## src/design/mtpu_ram.sv

```systemverilog
// Generic simple dual-port RAM with one write port and a registered read port.
`default_nettype none

module mtpu_ram #(
   parameter int WIDTH = 8,
   parameter int DEPTH = 16
) (
   input  wire logic                                  clock,
   input  wire logic                                  wr_en,
   input  wire logic [((DEPTH > 1) ? $clog2(DEPTH) : 1)-1:0] wr_addr,
   input  wire logic [WIDTH-1:0]                      wr_data,
   input  wire logic                                  rd_en,
   input  wire logic [((DEPTH > 1) ? $clog2(DEPTH) : 1)-1:0] rd_addr,
   output logic      [WIDTH-1:0]                      rd_data
);

   logic [WIDTH-1:0] mem_ff [DEPTH];
   logic [WIDTH-1:0] rd_data_ff;

   always_ff @(posedge clock) begin
      if (wr_en) begin
         mem_ff[wr_addr] <= wr_data;
      end
      if (rd_en) begin
         rd_data_ff <= mem_ff[rd_addr];
      end
   end

   assign rd_data = rd_data_ff;

endmodule

`default_nettype wire
```

## config.mk

```make
export PLATFORM = sky130hd
export DESIGN_NAME = mtpu_ram
export DESIGN_NICKNAME = d
export VERILOG_FILES = /design/src/design/mtpu_ram.sv
export SDC_FILE = /design/constraint.sdc
export NUM_CORES = 1
export LEC_CHECK = 0
export BUFFER_PORTS_ARGS = -buffer_cell sky130_fd_sc_hd__buf_2
export CORE_UTILIZATION = 60
export DETAILED_ROUTE_END_ITERATION = 8
export GPL_TIMING_DRIVEN = 1
export PLACE_DENSITY = 0.78
export SLEW_MARGIN = 25
export SYNTH_ARGS = -nofsm -noshare
export SYNTH_HDL_FRONTEND = slang
export SYNTH_SLANG_ARGS = --single-unit
```

## constraint.sdc

```tcl
create_clock -name clock -period 2.2 [get_ports clock]
set_clock_uncertainty 0.05 [all_clocks]
set_input_delay 0.22 -clock clock [delete_from_list [all_inputs] [get_ports clock]]
set_output_delay 0.22 -clock clock [all_outputs]
set_load 0.02 [all_outputs]
```

* Word-level counts from Yosys, hierarchy flattened
Memory sizes are Yosys's and may differ from the RTL's. A register that Yosys moved wholly into a read port is not among the register bits.
Index checks and enable logic that the tools add are counted.
** Storage, ports and cells
- Bits of input ports :: 19
- Output and inout port bits :: 8
- Bits in registers :: 0
- Memories kept :: 1
- Memory bits (writable) :: 128
** Operators by class
- Mux-type cells :: 2
** Memories
- mem_ff :: depth 16, width 8, rd ports 1, clocked after memory_dff 1, write ports 1, line 17 : logic [WIDTH-1:0] mem_ff [DEPTH];
** Operator list (count)
- two-way mux 1 bit :: 2

* Logic depth before layout (Yosys ltp)
Gate-level depths: netlist of run 1.
- Word-level depth :: 2
- Mapped depth :: 5

* Worst setup path after synthesis of run 1
OpenSTA, ideal clock, no wires.
- Kind :: input port to flip-flop
- From :: in wr_addr[2] in the netlist's numbering
- To :: mem mem_ff[0][0] (enable)
- Library setup time :: 0.383 ns
- Stages :: 2
- Setup slack :: 0.437 ns
- Buffers on the path :: 0
- Data arrival time :: 1.330 ns
- Cells stage by stage :: or3b_2 nor3_1
** RTL lines
- start: declaration :: line 10 : input wire logic [((DEPTH > 1) ? $clog2(DEPTH) : 1)-1:0] wr_addr,
- end: declaration :: line 17
No word-level cell before the write port.

==> results of run 1 <==
-- synth_stat cells (all sizes together) --
cell type | number | share of area [%]
edfxtp | 136 | 78
mux4 | 32 | 15
a22oi | 16 | 2.3
nor2 | 13 | 0.93
nand2 | 9 | 0.65
buf | 7 | 1.1
nor3 | 4 | 0.38
clkdlybuf4s25 | 3 | 0.57
nand2b | 2 | 0.24
nand3b | 2 | 0.29
and2 | 1 | 0.12
and2b | 1 | 0.14
nand3 | 1 | 0.096
nor2b | 1 | 0.12
or3b | 1 | 0.17
-- cell families (layout without fill, tap and decap cells) --
group | after synthesis | after routing | share of synthesized area (%)
AOI/OAI and AO/OA | 16 | 16 | 2.30
buffers and inverters | 10 | 78 | 1.65
DFF | 136 | 136 | 78.1
muxes | 32 | 32 | 14.8
and+or+nand+nor | 35 | 35 | 3.14
-- worst register-to-register path, delay by kind of cell, from the launching register on --
kind	cells	cell delay, ps
AOI/OAI and AO/OA	1	290
muxes	1	490
DFF	1	390
and+or+nand+nor	1	80
-- per-layer routing --
| metal | global-route usage, % | vias up |
|---|---|---|
| met4 | 11.7 | 0 |
| met3 | 10.4 | 29 |
| li1 | - | 1095 |
| met2 | 40.7 | 153 |
| met5 | 0 | - |
| met1 | 36.5 | 1353 |
-- final timing paths --
kind	startpoint	endpoint	slack, ps	cells past startpoint
worst max-delay path	mem_ff[3][5]$_DFFE_PP_	rd_data[5]$_DFFE_PP_	640	3
worst min-delay path	wr_data[2]	mem_ff[4][2]$_DFFE_PP_	20	1
worst max register to register	mem_ff[3][5]$_DFFE_PP_	rd_data[5]$_DFFE_PP_	640	3
worst min register to register	mem_ff[6][6]$_DFFE_PP_	rd_data[6]$_DFFE_PP_	710	3
-- layout make-up --
type                    instances  area [um2]
clock buffers                  18         418
clock inverters                14         245
fillers                       458        2100
multi-input cells              83        1060
flip-flops and latches        136        4080
well taps                     105         131
repair buffers                 46         305
-- registers in the layout (all words and copies together), names as in the netlist --
register and cells:
mem_ff 128, rd_data 8
-- per-stage QoR --
step                cells  power [mW]  hold slack, ps  utilization, %  area, um2
floorplan             229        3.15             269               -       5230
global placement      370        3.26             532            66.9       5580
detailed placement    370        3.27             554            66.9       5580
CTS                   402        6.41           0.898            74.8       6240
global route          402        6.52            8.75            74.8       6240
finish                402        6.39            18.6            74.8       6240
-- power groups by stage --
stage	clock (mW)	sequential, mW	combinational [mW]
CTS	3.19	2.94	0.285
global placement	0	2.99	0.274
detailed placement	0	2.99	0.281
floorplan	0	3.00	0.147
global route	3.28	2.94	0.301
finish	3.16	2.94	0.284
==> results.json, run 1 <==
{
  "outcome": "finished, final reports clean",
  "cp-end-kind": "flop",
  "setup_tns_ps": 0,
  "num_antenna_cells": 0,
  "routed_wl_um": 11000,
  "yosysSeqAreaShare_pct": 78.1,
  "clk_path_buf_depth": 2,
  "drtPass1Iterations": 5,
  "io_buffers": 26,
  "crit_type": "flop to flop",
  "die_y_um": 95.3,
  "power_density_nw_per_um2": 1020,
  "avgRoutedWirePerCell_um": 27.5,
  "vias": 2630,
  "path_buf_inv": 0,
  "maxSlewViolCount": 0,
  "finish.net_count": 303,
  "syn_area_um2": 5230,
  "place_ws_ps": 304,
  "peakVddDrop_v": 0.000965,
  "fmax_ghz": 0.642,
  "wl_met2_um": 5160,
  "cpLargestDelayFamily": "multiplexers",
  "relSlewSlack_pct": 47.0,
  "most-common-layout-cells": "136 x edfxtp_1, 26 x buf_2, 18 x mux4_2, 18 x buf_4",
  "drive_gt1_share_pct": 32.3,
  "p_leak_nw": 2.14,
  "cp_max_fo": 1,
  "rsz0062_at_grt": "false",
  "root_buffer": "clkbuf_8",
  "die_x_um": 95.3,
  "rows": 33,
  "clockPowerShare_pct": 49.5,
  "core_area_um2": 8340,
  "hold_viol": 0,
  "worstPathCellList": "mux4_1 -> a22oi_1 -> nand2_1",
  "crit_required_ps": 2420,
  "routed_via_density": 6.54,
  "syn-num-nets": 248,
  "synth_warnings": 0,
  "grt_pass1_vias": 2574,
  "avgSynthCellArea_um2": 22.8,
  "m1WireLength_um": 4440,
  "netSwitchingPower_mw": 1.27,
  "dieArea_um2": 9090,
  "slowest_delay_ps": 490,
  "p_comb_share_pct": 4.4,
  "netSwitchingFraction_pct": 19.9,
  "grt_pass1_wl_um": 16000,
  "initial_core_util_pct": 62.7,
  "cts_setup_buffers": 0,
  "hp-class": "input pin to flop",
  "cts-htree-levels": 4,
  "drc_errors": 0,
  "finalWorstSetupSlack_ps": 643,
  "grt_usage_pct": 27.4,
  "tightest_slew_ps": 794,
  "cpMaxStageDelayCell": "mux4_1",
  "io_pins": 27,
  "clkLatencyLatePin_ps": 530,
  "worstPathArrival_ps": 1780,
  "pwr-share-seq_pct": 46.0,
  "cts_tree": "done",
  "drt_iter0_markers": 203,
  "gp_congestion": 0.739,
  "area_growth_pct": 19.4,
  "final_common_cell": "edfxtp_1",
  "drv_cap": 0,
  "wl_met3_um": 1110,
  "cts.sinks": 136,
  "grt_antenna_before_repair": 0,
  "fin_crit_ps": 1560,
  "ctsResizeCount": 0,
  "routed.top_layer": "met4",
  "internal-power_mw": 5.12,
  "hold_buffers": 0,
  "synth-seq-cells": 136,
  "finalCritPeriodShare_pct": 70.8,
  "synth_cells": 229,
  "critPathLaunchType": "flop",
  "grt.overflow.total": 0,
  "final_antenna_net_count": 0,
  "final-setup-viol-count": 0,
  "cts_buffers": 17,
  "grt_max_degree": 33,
  "synth_cell_type_count": 18,
  "clk_pin_slew_worst_paths_ps": 60,
  "post-dp-hpwl_um": 6290
}
Note: power is estimated with default switching activity, not from simulation.
==> inputs of run 2 (changes only) <==
==> constraint.sdc (replaced) <==
create_clock -name clock -period 1.5 [get_ports clock]
set_clock_uncertainty 0.05 [all_clocks]
set_input_delay 0.15 -clock clock [delete_from_list [all_inputs] [get_ports clock]]
set_output_delay 0.15 -clock clock [all_outputs]
set_load 0.02 [all_outputs]
==> run 2 against run 1 <==
Flip-flop and latch count stayed put. Design area rose by 1.1%. Critical path depth is the same. Non-clock buffer count rose by 22. Sequential power up 47%. Hold slack improved by 130 ps. Sequential share of layout area shrank 0.74 points. First-iteration DRC count grew 64%. Final cell count grew 5.5%. Critical path type unchanged. Combinational power rose by 69%. Die area unchanged. Largest power group is now registers.
==> results.json, run 2 (synthesis gave the netlist of run 1 again) <==
{
  "largest_reg_flops": 128,
  "relSlewSlack_pct": 32.9,
  "fmax_ghz": 0.670,
  "grt_max_degree": 24,
  "clockPowerShare_pct": 43.4,
  "outcome": "finished, final reports clean",
  "io_pins": 27,
  "grt_usage_pct": 26.4,
  "maxSlewViolCount": 0,
  "core_area_um2": 8340,
  "gp_congestion": 0.803,
  "path_buf_inv": 0,
  "setup_tns_ps": 0,
  "r2r_cells": 3,
  "cp-end-kind": "flop",
  "finish.net_count": 325,
  "internal-power_mw": 6.67,
  "vias": 2687,
  "startpoint": "mem_ff[3][1]$_DFFE_PP_",
  "drt_iter0_markers": 333,
  "root_buffer": "clkbuf_8",
  "cts.sinks": 136,
  "fin_util_pct": 75.7,
  "cts_buffers": 17,
  "worstPathArrival_ps": 1700,
  "routed_wl_um": 10600,
  "clk_path_buf_depth": 2,
  "r2r_slack_ps": 7,
  "drc_errors": 0,
  "final_common_cell": "edfxtp_1",
  "die_x_um": 95.3,
  "cpLargestDelayFamily": "multiplexers",
  "area_growth_pct": 20.8,
  "post-dp-hpwl_um": 6320,
  "cts_tree": "done",
  "pwr-share-seq_pct": 50.9,
  "crit_required_ps": 1700,
  "drive_gt1_share_pct": 40.4,
  "rsz0062_at_grt": "true",
  "initial_core_util_pct": 62.7,
  "cts-htree-levels": 4,
  "netSwitchingPower_mw": 1.79,
  "clkLatencyLatePin_ps": 510,
  "slowest_delay_ps": 500,
  "grt_pass1_vias": 2758,
  "grt_antenna_before_repair": 0,
  "io_buffers": 26,
  "tightest_slew_ps": 1000,
  "netSwitchingFraction_pct": 21.1,
  "worstPathCellList": "mux4_2 -> a22oi_2 -> nand2_1",
  "dieArea_um2": 9090,
  "grt_pass1_wl_um": 16000,
  "power_density_nw_per_um2": 1340,
  "drv_cap": 0,
  "cp_max_fo": 1,
  "num_antenna_cells": 0,
  "cp-endpoint": "rd_data[1]$_DFFE_PP_",
  "r2r-start": "mem_ff[3][1]$_DFFE_PP_",
  "crit_type": "flop to flop",
  "p_leak_nw": 2.14,
  "final_antenna_net_count": 0,
  "rows": 33,
  "drtPass1Iterations": 6,
  "cpMaxStageDelayCell": "mux4_2",
  "final-setup-viol-count": 0,
  "grt.overflow.total": 0,
  "r2r_end": "rd_data[1]$_DFFE_PP_",
  "regMostFlops": "mem_ff",
  "cts_setup_buffers": 0,
  "avgRoutedWirePerCell_um": 24.9,
  "peakVddDrop_v": 0.000776,
  "routed_via_density": 6.34,
  "hold_viol": 0,
  "most-common-layout-cells": "136 x edfxtp_1, 31 x buf_4, 29 x mux4_2, 26 x buf_2, 16 x clkbuf_16",
  "die_y_um": 95.3,
  "critPathLaunchType": "flop",
  "hp-class": "input pin to flop",
  "finalCritPeriodShare_pct": 99.6,
  "crit_cells": 3,
  "fin_crit_ps": 1490,
  "p_comb_share_pct": 5.7,
  "clk_pin_slew_worst_paths_ps": 60
}
[run 2: layer usage]
metal / wire length, um / GRT usage (%) / share of wire (%) / up-vias
met4: 290 / 12.9 / 2.7 / 0
met2: 5300 / 41.2 / 50 / 149
met5: 0 / 0 / 0 / -
met3: 857 / 6.62 / 8.1 / 30
met1: 4110 / 35.2 / 39 / 1381
li1: - / - / - / 1127
[run 2: how the worst min path moves through the flow]
stage	startpoint	endpoint	slack (ps)	cells past startpoint
global route	wr_addr[0]	mem_ff[0][0]$_DFFE_PP_	150	3
CTS	wr_addr[0]	mem_ff[0][0]$_DFFE_PP_	130	3
finish	wr_addr[0]	mem_ff[0][0]$_DFFE_PP_	150	3
global placement	wr_data[2]	mem_ff[5][2]$_DFFE_PP_	480	1
floorplan	wr_data[0]	mem_ff[0][0]$_DFFE_PP_	200	0
detailed placement	rd_en	rd_data[1]$_DFFE_PP_	480	1
[run 2: what timing repair did]
action,in CTS,in global routing
resized for setup,9,13
pin swaps,3,4
hold buffers,9,0
setup endpoints to repair,7,8
hold endpoints to repair,136,0
[run 2: final cells by class]
type	instances	area [um2]
sequential	136	4080
clock buffer	19	422
timing repair buffer	68	493
tap	105	131
multi-input combinational	83	1080
fill	439	2030
clock inverter	13	106
[run 2: power groups by stage]
stage                     registers (mW)  logic (mW)  clock network, mW
after detailed placement            4.38       0.431                  0
after global placement              4.38       0.420                  0
final                               4.31       0.481               3.67
after CTS                           4.31       0.470               3.69
after global routing                4.31       0.514               3.89
after floorplan                     4.40       0.216                  0
[run 2: per-stage QoR]
step	hold WS [ps]	std cells	power [mW]	setup WS, ps	area [um2]
detailed placement	483	383	4.82	-253	5680
floorplan	199	229	4.62	17.6	5230
global route	147	424	8.72	-46.4	6310
finish	150	424	8.46	6.62	6310
CTS	133	424	8.47	4.29	6330
global placement	485	383	4.80	-254	5680
[run 2: worst min-delay path: cells and delay by family]
kind,cells,cell delay (ps)
buf+inv,2,320
simple gates,1,60
